==> src/qrbg_pkg.sv <==
// ----------------------------------------------------------------------------
// qrbg_pkg
// Shared types and constants of the quadratic residue bit generator.
// ----------------------------------------------------------------------------
package qrbg_pkg;

  localparam int unsigned SEED_WIDTH = 32;
  localparam int unsigned PRIME_WIDTH = 16;
  localparam int unsigned LEN_WIDTH = 7;
  localparam int unsigned CFG_IDX_WIDTH = 2;
  localparam int unsigned MM_CNT_WIDTH = $clog2(SEED_WIDTH + 1);

  localparam logic [CFG_IDX_WIDTH-1:0] CFG_PRIME_FIRST = 2'd0;
  localparam logic [CFG_IDX_WIDTH-1:0] CFG_PRIME_SECOND = 2'd1;
  localparam logic [CFG_IDX_WIDTH-1:0] CFG_SEED_VALUE = 2'd2;

  localparam logic [PRIME_WIDTH-1:0] PRIME_FIRST_RST = 16'd383;
  localparam logic [PRIME_WIDTH-1:0] PRIME_SECOND_RST = 16'd503;
  localparam logic [SEED_WIDTH-1:0] SEED_VALUE_RST = 32'd101355;

  typedef enum logic [1:0] {
    ST_IDLE,
    ST_SEED,
    ST_PRIME,
    ST_RUN
  } qrbg_state_t;

endpackage

==> src/qrbg_modmul.sv <==
// ----------------------------------------------------------------------------
// qrbg_modmul
// Bit-serial interleaved modular multiplier: one multiplier bit per cycle,
// MSB first, acc = (2*acc + bit*b) mod n with b below n.
// ----------------------------------------------------------------------------
module qrbg_modmul #(
  parameter int unsigned STATE_WIDTH = 32
) (
  input  logic                            clk,
  input  logic                            rst_n,
  input  logic                            load,
  input  logic [qrbg_pkg::SEED_WIDTH-1:0] mul_a,
  input  logic [STATE_WIDTH-1:0]          mul_b,
  input  logic [STATE_WIDTH-1:0]          modulus,
  output logic                            done,
  output logic [STATE_WIDTH-1:0]          result
);
  import qrbg_pkg::*;

  localparam int unsigned TW = STATE_WIDTH + 3;

  logic [SEED_WIDTH-1:0]   a_sr_r;
  logic [STATE_WIDTH-1:0]  b_r;
  logic [STATE_WIDTH-1:0]  n_r;
  logic [STATE_WIDTH-1:0]  acc_r;
  logic [STATE_WIDTH-1:0]  acc_nxt;
  logic [MM_CNT_WIDTH-1:0] cnt_r;
  logic                    busy_r;
  logic                    done_r;
  logic [TW-1:0]           t;
  logic [TW-1:0]           d1;
  logic [TW-1:0]           d2;

  always_comb begin
    t  = {2'b00, acc_r, 1'b0} + (a_sr_r[SEED_WIDTH-1] ? {3'b000, b_r} : '0);
    d1 = t - {3'b000, n_r};
    d2 = t - {2'b00, n_r, 1'b0};
    if (!d2[TW-1]) begin
      acc_nxt = d2[STATE_WIDTH-1:0];
    end else if (!d1[TW-1]) begin
      acc_nxt = d1[STATE_WIDTH-1:0];
    end else begin
      acc_nxt = t[STATE_WIDTH-1:0];
    end
  end

  always_ff @(posedge clk) begin
    if (!rst_n) begin
      busy_r <= 1'b0;
      done_r <= 1'b0;
      cnt_r  <= '0;
    end else begin
      done_r <= busy_r && (cnt_r == MM_CNT_WIDTH'(1));
      if (load) begin
        busy_r <= 1'b1;
        cnt_r  <= MM_CNT_WIDTH'(SEED_WIDTH);
      end else if (busy_r) begin
        cnt_r <= cnt_r - MM_CNT_WIDTH'(1);
        if (cnt_r == MM_CNT_WIDTH'(1)) begin
          busy_r <= 1'b0;
        end
      end
    end
  end

  always_ff @(posedge clk) begin
    if (load) begin
      a_sr_r <= mul_a;
      b_r    <= mul_b;
      n_r    <= modulus;
      acc_r  <= '0;
    end else if (busy_r) begin
      a_sr_r <= {a_sr_r[SEED_WIDTH-2:0], 1'b0};
      acc_r  <= acc_nxt;
    end
  end

  assign done   = done_r;
  assign result = acc_r;

endmodule

==> src/quadratic_residue_bit_generator_unit.sv <==
// ----------------------------------------------------------------------------
// quadratic_residue_bit_generator_unit
// Blum Blum Shub generator: n = p*q, x0 = seed^2 mod n, then one squaring
// mod n per output bit.
//
//   channel | ports                                   | handshake
//   --------+-----------------------------------------+-------------------------
//   request | in_run_length                           | start high, busy low
//   result  | out_bit_out, out_state_value, out_last  | out_valid, one cycle
//   config  | cfg_index, cfg_wdata                    | cfg_we, no wait
//
// Each modular step runs in the bit-serial multiplier and is then handed
// over to the next: seed reduction, squaring to x0, then one squaring per
// bit. A run length of zero is taken and produces nothing. Reset restores
// the configuration defaults. The receiver cannot stall.
// ----------------------------------------------------------------------------
module quadratic_residue_bit_generator_unit #(
  parameter int unsigned STATE_WIDTH = 32,
  parameter int unsigned MAX_RUN = 64
) (
  input  logic                               clk,
  input  logic                               rst_n,
  input  logic                               start,
  output logic                               busy,
  input  logic [qrbg_pkg::LEN_WIDTH-1:0]     in_run_length,
  output logic                               out_valid,
  output logic                               out_bit_out,
  output logic [STATE_WIDTH-1:0]             out_state_value,
  output logic                               out_last,
  input  logic                               cfg_we,
  input  logic [qrbg_pkg::CFG_IDX_WIDTH-1:0] cfg_index,
  input  logic [qrbg_pkg::SEED_WIDTH-1:0]    cfg_wdata
);
  import qrbg_pkg::*;

  logic [PRIME_WIDTH-1:0]   prime_first_r;
  logic [PRIME_WIDTH-1:0]   prime_second_r;
  logic [SEED_WIDTH-1:0]    seed_value_r;
  qrbg_state_t              state_r;
  qrbg_state_t              state_nxt;
  logic [LEN_WIDTH-1:0]     left_r;
  logic [LEN_WIDTH-1:0]     left_nxt;
  logic [STATE_WIDTH-1:0]   n_r;
  logic                     nzero_r;
  logic [2*PRIME_WIDTH-1:0] prod;
  logic [STATE_WIDTH-1:0]   n_now;
  logic [LEN_WIDTH-1:0]     len_sat;
  logic                     accept;
  logic                     mm_load;
  logic [SEED_WIDTH-1:0]    mm_a;
  logic [STATE_WIDTH-1:0]   mm_b;
  logic [STATE_WIDTH-1:0]   mm_mod;
  logic                     mm_done;
  logic [STATE_WIDTH-1:0]   mm_result;
  logic [STATE_WIDTH-1:0]   xv;
  logic                     emit;
  logic                     out_valid_r;
  logic                     out_bit_out_r;
  logic [STATE_WIDTH-1:0]   out_state_value_r;
  logic                     out_last_r;

  always_ff @(posedge clk) begin
    if (!rst_n) begin
      prime_first_r  <= PRIME_FIRST_RST;
      prime_second_r <= PRIME_SECOND_RST;
      seed_value_r   <= SEED_VALUE_RST;
    end else if (cfg_we) begin
      case (cfg_index)
        CFG_PRIME_FIRST:  prime_first_r  <= cfg_wdata[PRIME_WIDTH-1:0];
        CFG_PRIME_SECOND: prime_second_r <= cfg_wdata[PRIME_WIDTH-1:0];
        CFG_SEED_VALUE:   seed_value_r   <= cfg_wdata;
        default: ;
      endcase
    end
  end

  assign prod   = prime_first_r * prime_second_r;
  assign n_now  = prod[STATE_WIDTH-1:0];
  assign busy   = (state_r != ST_IDLE);
  assign accept = start && !busy;
  assign len_sat = (in_run_length > LEN_WIDTH'(MAX_RUN)) ? LEN_WIDTH'(MAX_RUN)
                                                         : in_run_length;
  assign xv     = nzero_r ? '0 : mm_result;

  always_comb begin
    state_nxt = state_r;
    left_nxt  = left_r;
    mm_load   = 1'b0;
    mm_a      = SEED_WIDTH'(xv);
    mm_b      = xv;
    mm_mod    = n_r;
    emit      = 1'b0;
    case (state_r)
      ST_IDLE: begin
        mm_a   = seed_value_r;
        mm_b   = STATE_WIDTH'(1);
        mm_mod = n_now;
        if (accept && (in_run_length != '0)) begin
          mm_load   = 1'b1;
          left_nxt  = len_sat;
          state_nxt = ST_SEED;
        end
      end
      ST_SEED: begin
        if (mm_done) begin
          mm_load   = 1'b1;
          state_nxt = ST_PRIME;
        end
      end
      ST_PRIME: begin
        if (mm_done) begin
          mm_load   = 1'b1;
          state_nxt = ST_RUN;
        end
      end
      ST_RUN: begin
        if (mm_done) begin
          emit     = 1'b1;
          left_nxt = left_r - LEN_WIDTH'(1);
          if (left_r == LEN_WIDTH'(1)) begin
            state_nxt = ST_IDLE;
          end else begin
            mm_load = 1'b1;
          end
        end
      end
      default: state_nxt = ST_IDLE;
    endcase
  end

  always_ff @(posedge clk) begin
    if (!rst_n) begin
      state_r     <= ST_IDLE;
      left_r      <= '0;
      out_valid_r <= 1'b0;
    end else begin
      state_r     <= state_nxt;
      left_r      <= left_nxt;
      out_valid_r <= emit;
    end
  end

  always_ff @(posedge clk) begin
    if (state_r == ST_IDLE) begin
      n_r     <= n_now;
      nzero_r <= (n_now == '0);
    end
    if (emit) begin
      out_bit_out_r     <= xv[0];
      out_state_value_r <= xv;
      out_last_r        <= (left_r == LEN_WIDTH'(1));
    end
  end

  qrbg_modmul #(
    .STATE_WIDTH(STATE_WIDTH)
  ) u_modmul (
    .clk     (clk),
    .rst_n   (rst_n),
    .load    (mm_load),
    .mul_a   (mm_a),
    .mul_b   (mm_b),
    .modulus (mm_mod),
    .done    (mm_done),
    .result  (mm_result)
  );

  assign out_valid       = out_valid_r;
  assign out_bit_out     = out_bit_out_r;
  assign out_state_value = out_state_value_r;
  assign out_last        = out_last_r;

endmodule

==> config.mk <==
export PLATFORM = sky130hd
export DESIGN_NAME = quadratic_residue_bit_generator_unit
export DESIGN_NICKNAME = d
export VERILOG_FILES = /design/src/qrbg_pkg.sv /design/src/qrbg_modmul.sv /design/src/quadratic_residue_bit_generator_unit.sv
export SDC_FILE = /design/constraint.sdc
export NUM_CORES = 1
export LEC_CHECK = 0
export BUFFER_PORTS_ARGS = -buffer_cell sky130_fd_sc_hd__buf_2
export CAP_MARGIN = 20
export CORE_UTILIZATION = 46
export DETAILED_ROUTE_END_ITERATION = 12
export SETUP_SLACK_MARGIN = 0.15
export SKIP_CTS_REPAIR_TIMING = 1
export SYNTH_ARGS = -nofsm -noshare
export SYNTH_HDL_FRONTEND = slang
export SYNTH_SLANG_ARGS = --single-unit
==> constraint.sdc <==
create_clock -name clk -period 7 [get_ports clk]
set_input_delay 1.4 -clock clk [delete_from_list [all_inputs] [get_ports clk]]
set_output_delay 1.4 -clock clk [all_outputs]
set_load 0.01 [all_outputs]
Word level (Yosys, flattened, before mapping)
Index checks and enable logic that the tools add are counted.
- add/subtract/negate cells: 5
- multiply operators: 1
- magnitude comparators: 1
- equality and inequality tests: 12
- multiplexer cells: 29
- bitwise gates (word level): 1
- reductions and logical operators: 18
- operators by type and width (cell ; number):
    2-to-1 mux 32 bit ; 8
    adder 33 x 35 -> 35 bit ; 1
    subtractor 35 x 32 -> 35 bit ; 1
    subtractor 35 x 33 -> 35 bit ; 1
    logical NOT 32 bit ; 1
    multiplier 16 x 16 -> 32 bit ; 1
    2-to-1 mux 7 bit ; 3
    one-hot mux 7 bit (2 select lines) ; 1
    2-to-1 mux 6 bit ; 2
    2-to-1 mux 2 bit ; 5
    2-to-1 mux 1 bit ; 8
    one-hot mux 2 bit (4 select lines) ; 1
    equality test 7 x 1 -> 1 bit, second input constant ; 1
    > comparator 7 bit, second input constant ; 1
    nonzero test 7 bit ; 1
    subtractor 7 x 1 -> 7 bit, second input constant ; 1
    equality test 2 bit, second input constant ; 3
    equality test 6 x 1 -> 1 bit, second input constant ; 1
    != test 2 x 1 -> 1 bit, second input constant ; 3
    AND reduction 2 bit ; 3
    nonzero test 2 bit ; 3
    subtractor 6 x 1 -> 6 bit, second input constant ; 1
    AND reduction 5 bit ; 1
    equality test 2 x 1 -> 1 bit, second input constant ; 2
    other kinds (8) ; 13
- bits in registers: 277
- input bits: 45
- output and inout port bits: 36
- logic and storage cells: 86

Longest topological paths before layout
Gate-level depths: netlist of run 1.
- depth in word-level cells: 7
- depth in mapped cells: 26
- gate-level depth less buffers: 24

Cells and area by module
From an unflattened synthesis of run 1, not the netlist that was laid out.
- cell total of the unflattened synthesis: 2718
- area total of the unflattened synthesis: 24832.6 um2
- by module, submodules not included (module ; instances ; cells an instance ; area each (um2) ; seq. area each (um2)):
    quadratic_residue_bit_generator_unit ; 1 ; 1642 ; 14617.8 ; 3143.0
    qrbg_modmul ; 1 ; 1076 ; 10214.8 ; 3683.5

Worst setup path after synthesis of run 1
OpenSTA, ideal clock, no wires.
- path kind: reg2reg
- start point: reg prime_second_r[9]
- end point: reg nzero_r (data pin)
- library setup time: 0.175 ns
- arrival time: 6.688 ns
- required time: 6.825 ns
- path slack: 0.137 ns
- stages on the path, launching flop included: 27
- buffers on the path: 3
- period minus slack after synthesis: 6.863 ns
- cell sequence: dfxtp_1 clkbuf_1 clkbuf_1 nand2_1 fa_1 inv_1 fa_1 inv_1 fa_1 inv_1 fa_1 fa_1 inv_1 fa_1 inv_1 ha_1 clkbuf_1 and3_1 nand3_1 or4_1 nand3_1 xor2_1 or4_1 nor4b_1 nor4bb_1 nand3b_1 nor4bb_1
- word-level cells in the longest chain between the ends: 2
- ends and longest elaborated chain (element ; line ; RTL):
    start: declaration ; quadratic_residue_bit_generator_unit.sv:37 ; logic [PRIME_WIDTH-1:0] prime_second_r;
    start signal: assignment ; quadratic_residue_bit_generator_unit.sv:70 ; CFG_PRIME_SECOND: prime_second_r <= cfg_wdata[PRIME_WIDTH-1:0];
    multiplier 16 x 16 -> 32 bit ; quadratic_residue_bit_generator_unit.sv:77 ; assign prod = prime_first_r * prime_second_r;
    logical NOT 32 bit ; quadratic_residue_bit_generator_unit.sv:146 ; nzero_r <= (n_now == '0);
    end signal: assignment ; quadratic_residue_bit_generator_unit.sv:146 ;
    end: declaration ; quadratic_residue_bit_generator_unit.sv:44 ; logic nzero_r;
Every way passes these cells.
A chain may end at the register's enable or synchronous reset.

Worst setup path in the final report of run 1
- start point: reg prime_first_r[4]
- end point: reg nzero_r (data pin)
- word-level cells in the longest chain between the ends: 2
- ends and longest elaborated chain (element ; line ; RTL):
    start: declaration ; quadratic_residue_bit_generator_unit.sv:36 ; logic [PRIME_WIDTH-1:0] prime_first_r;
    start signal: assignment ; quadratic_residue_bit_generator_unit.sv:69 ; CFG_PRIME_FIRST: prime_first_r <= cfg_wdata[PRIME_WIDTH-1:0];
    multiplier 16 x 16 -> 32 bit ; quadratic_residue_bit_generator_unit.sv:77 ;
    logical NOT 32 bit ; quadratic_residue_bit_generator_unit.sv:146 ;
Every way passes these cells.

==> key figures, run 1 <==
Status
  – Status: completed

Min path
  – Worst hold path stage count: 2
  – Hold WC Path Type: reg2reg

Die
  – Top-Level Pins: 81
  – FP Rows: 84
  – Vertical extent of the die: 232.8 µm
  – DIE AREA: about 54000 µm²
  – Die Span X: 232.8 µm
  – Core Area: 52550 µm²
  – Initial core utilization: 0.4662

Logic synthesis
  – Count of unique library cells instantiated by Yosys: 80
  – Instance count of the mapped netlist: 2742
  – Fraction of the yosys area taken by sequential cells: 0.2787
  – Most common cell in the netlist: sky130_fd_sc_hd__nand2_1
  – Share of the synthesized area in the top cell type: 0.1610
  – Post-synthesis cell type with the largest combined area: sky130_fd_sc_hd__fa_1
  – Most used DFF post-synth: sky130_fd_sc_hd__dfxtp_1
  – Average footprint of a synthesized cell: ~8.9 µm²
  – Area contributors post-synth: sky130_fd_sc_hd__fa_1 16%, sky130_fd_sc_hd__edfxtp_1 16%, sky130_fd_sc_hd__dfxtp_1 12%
  – Post-synthesis async set-or-reset flop share: 0
  – Syn_nets: 3191
  – Top cell types by occurrence after synthesis: 414 x sky130_fd_sc_hd__nand2_1, 310 x sky130_fd_sc_hd__inv_1, 207 x sky130_fd_sc_hd__ha_1
  – Total of flip-flops plus latches after synthesis: 276
  – Mapped Area: 24500 µm²
  – Number of synthesis warnings: 0
  – EDFF count, synth: 130

Clock network
  – Clock edge transition at the registers on the reported setup and hold paths: about 60 ps
  – CTS sink count: between 200 and 300
  – Maximum count of clock buffers along a single path: 3
  – Number of buffers created by CTS: 34
  – CTS tree: yes
  – CTS root buffer: sky130_fd_sc_hd__clkbuf_16
  – H-tree levels: 2
  – Latest clock arrival within the worst-skew pair: about 550 ps

Drt
  – Total via count after detailed routing: 19720
  – Drt first-iter violations: 1188
  – Wirelength per Cell: 19.79 µm
  – Ratio of routed vias to standard cells: 5.583
  – Number of design rule violations left after detail routing: 0
  – Count of antenna-violating nets left after detailed routing: 0
  – Final WL: 69.90 mm
  – First-pass detailed-route iteration total: 5

Final layout
  – Area growth from synthesis to layout: 11.14%
  – End-of-flow core utilization: 0.5181
  – Share of post-route cells with drive strength above 1: 0.1101
  – Antenna fix cells: 0
  – Total number of nets in the final design: 3268

STA
  – Number of hold violations in the final report: 0
  – Final count of negative-setup-slack endpoints: 0
  – Count of final max-slew check failures: 0
  – Transition time at the pin with the least slew margin: 950.3 ps
  – Final worst hold slack: 471.4 ps
  – Tmin final: around 6700 ps
  – Final cycle utilization of the critical path: 0.9606
  – Maximum frequency from static timing analysis: around 0.15 GHz
  – Worst Clk Skew: 19.52 ps
  – Worst rel slew slack: 0.3637
  – Setup TNS after final layout: 0 ps
  – Final Worst Setup Slack: 275.8 ps
  – Unrepaired setup endpoints after global routing: true

Global routing
  – Number of global-route vias before repair: 19880
  – Number of antenna violations at the first check in global routing: 2
  – Global route overflow: 0
  – Largest net degree at the start of global routing: 79
  – Overall global routing resource usage: 0.2604
  – Global-route wire length before repair: 109.5 mm

Flow run
  – Number of max-capacitance violations reported: 0

Place
  – Total half-perimeter wirelength after legalization and detailed placement: 55.62 mm
  – Input/output buffers: 80
  – Routability Congestion: 0.9293
  – Pre-CTS worst setup slack: around 120 ps

Setup path
  – Data arrival time of the worst path: 7100 ps
  – Setup CP Type: reg2reg
  – Startpoint type of the worst setup path: flop
  – Worst path required time: 7370 ps
  – Depth of the most critical reg-to-reg path: 22
  – Crit Path Max Fanout: 7
  – Endpoint kind of the worst setup timing path: flop
==> cell usage in the layout (no fill, tap or decap), types with 8 or more instances in the layout <==
cell type                   instances
sky130_fd_sc_hd__o31ai_1            8
sky130_fd_sc_hd__o22ai_1            9
sky130_fd_sc_hd__o21a_1            21
sky130_fd_sc_hd__and3_1            15
sky130_fd_sc_hd__edfxtp_1         130
sky130_fd_sc_hd__a21o_1            56
sky130_fd_sc_hd__nand4_1           14
sky130_fd_sc_hd__xor2_1            27
sky130_fd_sc_hd__or3_1             13
sky130_fd_sc_hd__nor2b_1           44
sky130_fd_sc_hd__a31oi_1           22
sky130_fd_sc_hd__nor3_1            21
sky130_fd_sc_hd__xnor2_1           72
sky130_fd_sc_hd__inv_1            309
sky130_fd_sc_hd__clkbuf_1          10
sky130_fd_sc_hd__fa_1             192
sky130_fd_sc_hd__dfxtp_2           17
sky130_fd_sc_hd__and2_1           190
sky130_fd_sc_hd__ha_1             200
sky130_fd_sc_hd__nor2_1           101
sky130_fd_sc_hd__o21ai_0          109
sky130_fd_sc_hd__mux2_2            28
sky130_fd_sc_hd__a21oi_1          157
sky130_fd_sc_hd__dfxtp_1          124
sky130_fd_sc_hd__o21bai_1          16
sky130_fd_sc_hd__buf_2             81
sky130_fd_sc_hd__clkbuf_16         35
sky130_fd_sc_hd__a21boi_0          43
sky130_fd_sc_hd__nand2_1          413
sky130_fd_sc_hd__o211ai_1          21
sky130_fd_sc_hd__o221ai_1          12
sky130_fd_sc_hd__mux2i_1           14
sky130_fd_sc_hd__nand3_1           46
sky130_fd_sc_hd__a211oi_1          29
sky130_fd_sc_hd__buf_4             71
==> sequential cells by signal, indices dropped and copies added (netlist names), 6 cells and up <==
| name | flops |
|---|---|
| left_r | 7 |
| n_r | 32 |
| out_state_value | 32 |
| prime_first_r | 16 |
| prime_second_r | 16 |
| seed_value_r | 32 |
| u_modmul.a_sr_r | 32 |
| u_modmul.b_r | 32 |
| u_modmul.cnt_r | 6 |
| u_modmul.n_r | 32 |
| u_modmul.result | 32 |
==> per-stage QoR <==
step	instance area, µm²	std cells
after floorplan	24500	2742
after global placement	25860	3466
after detailed placement	25860	3467
after CTS	26960	3528
after global routing	27230	3532
final	27230	3532
==> cell families (layout without fill, tap and decap cells) <==
group                      count (synthesis)  after routing  share of synthesized area
DFF                                      276            276                     0.2787
AOI/OAI and AO/OA                        582            582                     0.1542
adders and majority gates                404            404                     0.2667
muxes                                     42             42                    0.01859
buffers and inverters                    428            530                    0.06685
xor gates and xnor gates                 102            102                    0.03647
and+or+nand+nor                          908            908                     0.1785
==> area by class of cell <==
| cell class | count | area, µm² |
|---|---|---|
| fill | 4909 | 25320 |
| multi-input combinational | 2038 | 16230 |
| sequential | 276 | 6867 |
| inverter | 310 | 1164 |
| timing repair buffer | 159 | 1017 |
| clock buffer | 47 | 940.9 |
| tap | 688 | 860.8 |
| clock inverter | 14 | 152.6 |
==> final timing paths <==
kind | slack, ps | startpoint | end
worst max-delay path | 280 | prime_first_r[4] | nzero_r
worst min register to register | 470 | seed_value_r[13] | seed_value_r[13]
worst min-delay path | 470 | seed_value_r[13] | seed_value_r[13]
worst max register to register | 280 | prime_first_r[4] | nzero_r
==> routing by layer <==
layer,track usage,up-vias,part of all wire
li1,-,9431,-
met1,0.3432,9684,0.44
met2,0.4412,471,0.48
met3,0.02929,133,0.043
met4,0.09048,0,0.034
met5,0,-,0
==> worst max-delay path, cell delays in order (launching register included) <==
cell and delay [ps]:
sky130_fd_sc_hd__dfxtp_2 410, sky130_fd_sc_hd__buf_6 160, sky130_fd_sc_hd__and2_1 150, sky130_fd_sc_hd__fa_1 450
sky130_fd_sc_hd__fa_1 470, sky130_fd_sc_hd__fa_1 520, sky130_fd_sc_hd__fa_1 520, sky130_fd_sc_hd__fa_1 550
sky130_fd_sc_hd__inv_1 60, sky130_fd_sc_hd__fa_1 520, sky130_fd_sc_hd__inv_1 50, sky130_fd_sc_hd__ha_1 320
sky130_fd_sc_hd__and4_4 270, sky130_fd_sc_hd__nand3_1 110, sky130_fd_sc_hd__or4_4 520, sky130_fd_sc_hd__nand4_1 170
sky130_fd_sc_hd__nand2_2 100, sky130_fd_sc_hd__buf_4 160, sky130_fd_sc_hd__o31ai_1 240, sky130_fd_sc_hd__xor2_1 150
sky130_fd_sc_hd__nor4_1 290, sky130_fd_sc_hd__nand3b_1 110, sky130_fd_sc_hd__nor4bb_1 260
Power of run 1 is left out: the tool's default activity adds up to more than one toggle a clock period on the data nets, which glitch-free logic cannot reach.
==> inputs of run 2 (changes only) <==
--- a/config.mk
+++ b/config.mk
@@ -9,6 +9,7 @@
 export CAP_MARGIN = 20
 export CORE_UTILIZATION = 46
 export DETAILED_ROUTE_END_ITERATION = 12
+export PLACE_DENSITY_LB_ADDON = 0.1
 export SETUP_SLACK_MARGIN = 0.15
 export SKIP_CTS_REPAIR_TIMING = 1
 export SYNTH_ARGS = -nofsm -noshare
==> key figures, run 2 (synthesis results as in run 1) <==
Status
  – Status: completed

Global routing
  – Largest net degree at the start of global routing: 77 (-2.5%)
  – Global-route wire length before repair: 110.1 mm (+0.55%)
  – Number of global-route vias before repair: 19470 (-2.1%)
  – Number of antenna violations at the first check in global routing: 0 (-2)
  – Global route overflow: 0 (unchanged)
  – Overall global routing resource usage: 0.2641 (+0.003669)

Setup path
  – Depth of the most critical reg-to-reg path: 23 (+4.5%)
  – Buffers and inverters on the worst path: 5 (+1)
  – Worst path required time: 7390 ps (+20 ps)
  – Crit Reg-Reg Endpoint: nzero_r
  – Setup slack of the most critical reg-to-reg path: 320 ps (+40 ps)
  – Crit path max-delay family: adder cells
  – Crit Path Max Fanout: 7 (unchanged)
  – Start point of the critical path: prime_first_r[6]
  – Endpoint kind of the worst setup timing path: flop
  – Setup CP Type: reg2reg
  – Cell occurring most often along the worst timing path: sky130_fd_sc_hd__fa_1
  – Critical register-to-register path startpoint: prime_first_r[6]
  – Highest cell delay on the worst timing path: 540 ps (about the same)
  – Cells along the critical path: buf_6 -> and2_4 -> fa_1 -> inv_1 -> fa_1 -> fa_2 -> inv_1 -> fa_1 -> fa_1 -> inv_1 -> fa_1 -> inv_1 -> ha_4 -> and3_1 -> nand3_1 -> or4_4 -> nand3_2 -> xor2_1 -> or4_4 -> nor4b_4 -> nor4bb_4 -> nand3b_1 -> nor4bb_1
  – Critical Path Slowest Stage Cell: sky130_fd_sc_hd__fa_2
  – Startpoint type of the worst setup path: flop
  – Data arrival time of the worst path: 7080 ps (-20 ps)

STA
  – Transition time at the pin with the least slew margin: 901.6 ps (-48.75 ps)
  – Tmin final: 6682 ps (-42.60 ps)
  – Maximum frequency from static timing analysis: 0.1497 GHz (+0.64%)
  – Worst Clk Skew: 19.84 ps (+0.3235 ps)
  – Number of hold violations in the final report: 0 (unchanged)
  – Final count of negative-setup-slack endpoints: 0 (unchanged)
  – Count of final max-slew check failures: 0 (unchanged)
  – Worst rel slew slack: 0.3949 (+0.03124)
  – Final cycle utilization of the critical path: 0.9545 (-0.006086)
  – Unrepaired setup endpoints after global routing: true

Final layout
  – Share of post-route cells with drive strength above 1: 0.1243 (+0.01429)
  – Most common cell after layout, fill and taps aside: sky130_fd_sc_hd__nand2_1
  – Total number of nets in the final design: 3285 (+0.52%)
  – Antenna fix cells: 0 (unchanged)
  – Post-layout instance area: 27570 µm² (+1.3%)
  – Commonest cells after routing, fill and taps aside: 414 x sky130_fd_sc_hd__nand2_1, 303 x sky130_fd_sc_hd__inv_1, 197 x sky130_fd_sc_hd__ha_1
  – Filler cell count: 4960 (+1.0%)
  – Area growth from synthesis to layout: 12.54%

Die
  – Core Area: 52550 µm² (unchanged)
  – FP Rows: 84 (unchanged)
  – Die Span X: 232.8 µm (unchanged)
  – Vertical extent of the die: 232.8 µm (unchanged)
  – DIE AREA: 54180 µm² (unchanged)
  – Top-Level Pins: 81 (unchanged)
  – Initial core utilization: 0.4662 (unchanged)

Drt
  – First-pass detailed-route iteration total: 5 (unchanged)
  – Count of antenna-violating nets left after detailed routing: 0 (unchanged)
  – Met2 WL: 35.06 mm (+3.5%)
  – Total via count after detailed routing: 19680 (-0.18%)
  – Drt first-iter violations: 1147 (-3.5%)
  – Ratio of routed vias to standard cells: 5.543 (-0.72%)
  – Wirelength per Cell: 20.14 µm (+1.8%)
  – Detailed-routed wire length on met3: 2.893 mm (-4.7%)
  – Final WL: 71.53 mm (+2.3%)
  – Highest routed metal layer: met4
  – Met1 WL: 30.98 mm (+1.1%)
  – Number of design rule violations left after detail routing: 0 (unchanged)

Clock network
  – Latest clock arrival within the worst-skew pair: 570 ps (+20 ps)
  – CTS sink count: 276 (unchanged)
  – CTS tree: yes
  – Clock edge transition at the registers on the reported setup and hold paths: 70 ps (about the same)
  – H-tree levels: 2 (unchanged)
  – CTS root buffer: sky130_fd_sc_hd__clkbuf_16
  – Number of buffers created by CTS: 35 (+2.9%)
  – Maximum count of clock buffers along a single path: 3 (unchanged)

Place
  – Total half-perimeter wirelength after legalization and detailed placement: 56.59 mm (+1.8%)
  – Input/output buffers: 80 (unchanged)
  – Routability Congestion: 0.9302 (about the same)
  – Placement Cell Area: 25980 µm² (+0.44%)

Min path
  – Worst hold path stage count: 1 (-1)
  – Hold WC Path Type: reg2reg
  – Startpoint of the tightest hold check path: n_r[3]
  – End point of the worst hold path: n_r[3]

Flow run
  – Number of max-capacitance violations reported: 0 (unchanged)
run 2: changes by cell type in the layout (fill, tap and decap cells not counted), moves of 3 or more:
cell,change
sky130_fd_sc_hd__inv_1,-6
sky130_fd_sc_hd__ha_1,-3
sky130_fd_sc_hd__inv_2,+6
sky130_fd_sc_hd__dfxtp_4,+12
sky130_fd_sc_hd__dfxtp_2,-9
sky130_fd_sc_hd__dfxtp_1,-3
sky130_fd_sc_hd__xnor2_1,+3
sky130_fd_sc_hd__buf_4,+11
sky130_fd_sc_hd__ha_4,+3
sky130_fd_sc_hd__buf_6,+3
sky130_fd_sc_hd__and2_4,+4
sky130_fd_sc_hd__xnor2_2,-3
sky130_fd_sc_hd__and2_1,-4
run 2: worst max-delay path by stage:
stage	end	slack [ps]	cells after the start
2_1_floorplan	nzero_r	180	26
3_3_place_gp	nzero_r	130	23
3_5_place_dp	nzero_r	-60	22
4_1_cts	nzero_r	-70	22
5_1_grt	nzero_r	90	22
6_report	nzero_r	320	23
run 2: final cells by class:
type | count | area (µm²) | area share
Clock buffer | 48 | 954.7 | 0.03463
Clock inverter | 16 | 219.0 | 0.007942
Inverter | 310 | 1164 | 0.04220
Multi-Input combinational cell | 2038 | 16300 | 0.5914
Sequential cell | 276 | 6900 | 0.2503
Tap cell | 688 | 860.8 | 0.03122
Timing Repair Buffer | 175 | 1169 | 0.04239
run 2: worst register-to-register path: cells and delay by family (launching register included):
| family | cells | cell delay (ps) |
|---|---|---|
| adder cells (fa/ha/maj) | 7 | 3350 |
| XOR/XNOR | 1 | 80 |
| buffers and inverters | 5 | 360 |
| flip-flops | 1 | 380 |
| AND/OR/NAND/NOR | 10 | 2330 |
run 2: per-layer routing:
metal  vias up  GRT usage
li1       9445          -
met1      9636     0.3412
met2       476     0.4539
met3       126    0.03235
met4         0    0.09109
met5         -          0
run 2: per-stage QoR:
stage | util | setup slack (ps) | std cells | setup TNS (ps) | hold slack [ps]
global route | 0.5247 | 90.64 | 3551 | 0 | 489.4
detailed placement | 0.4943 | -63.70 | 3480 | -63.70 | 460.2
finish | 0.5247 | 318.4 | 3551 | 0 | 472.4
global placement | 0.4943 | 133.8 | 3480 | 0 | 447.6
CTS | 0.5167 | -72.53 | 3544 | -72.53 | 475.3
floorplan | - | 182.2 | 2742 | 0 | 430.7
Power of run 2 is left out for the same reason.
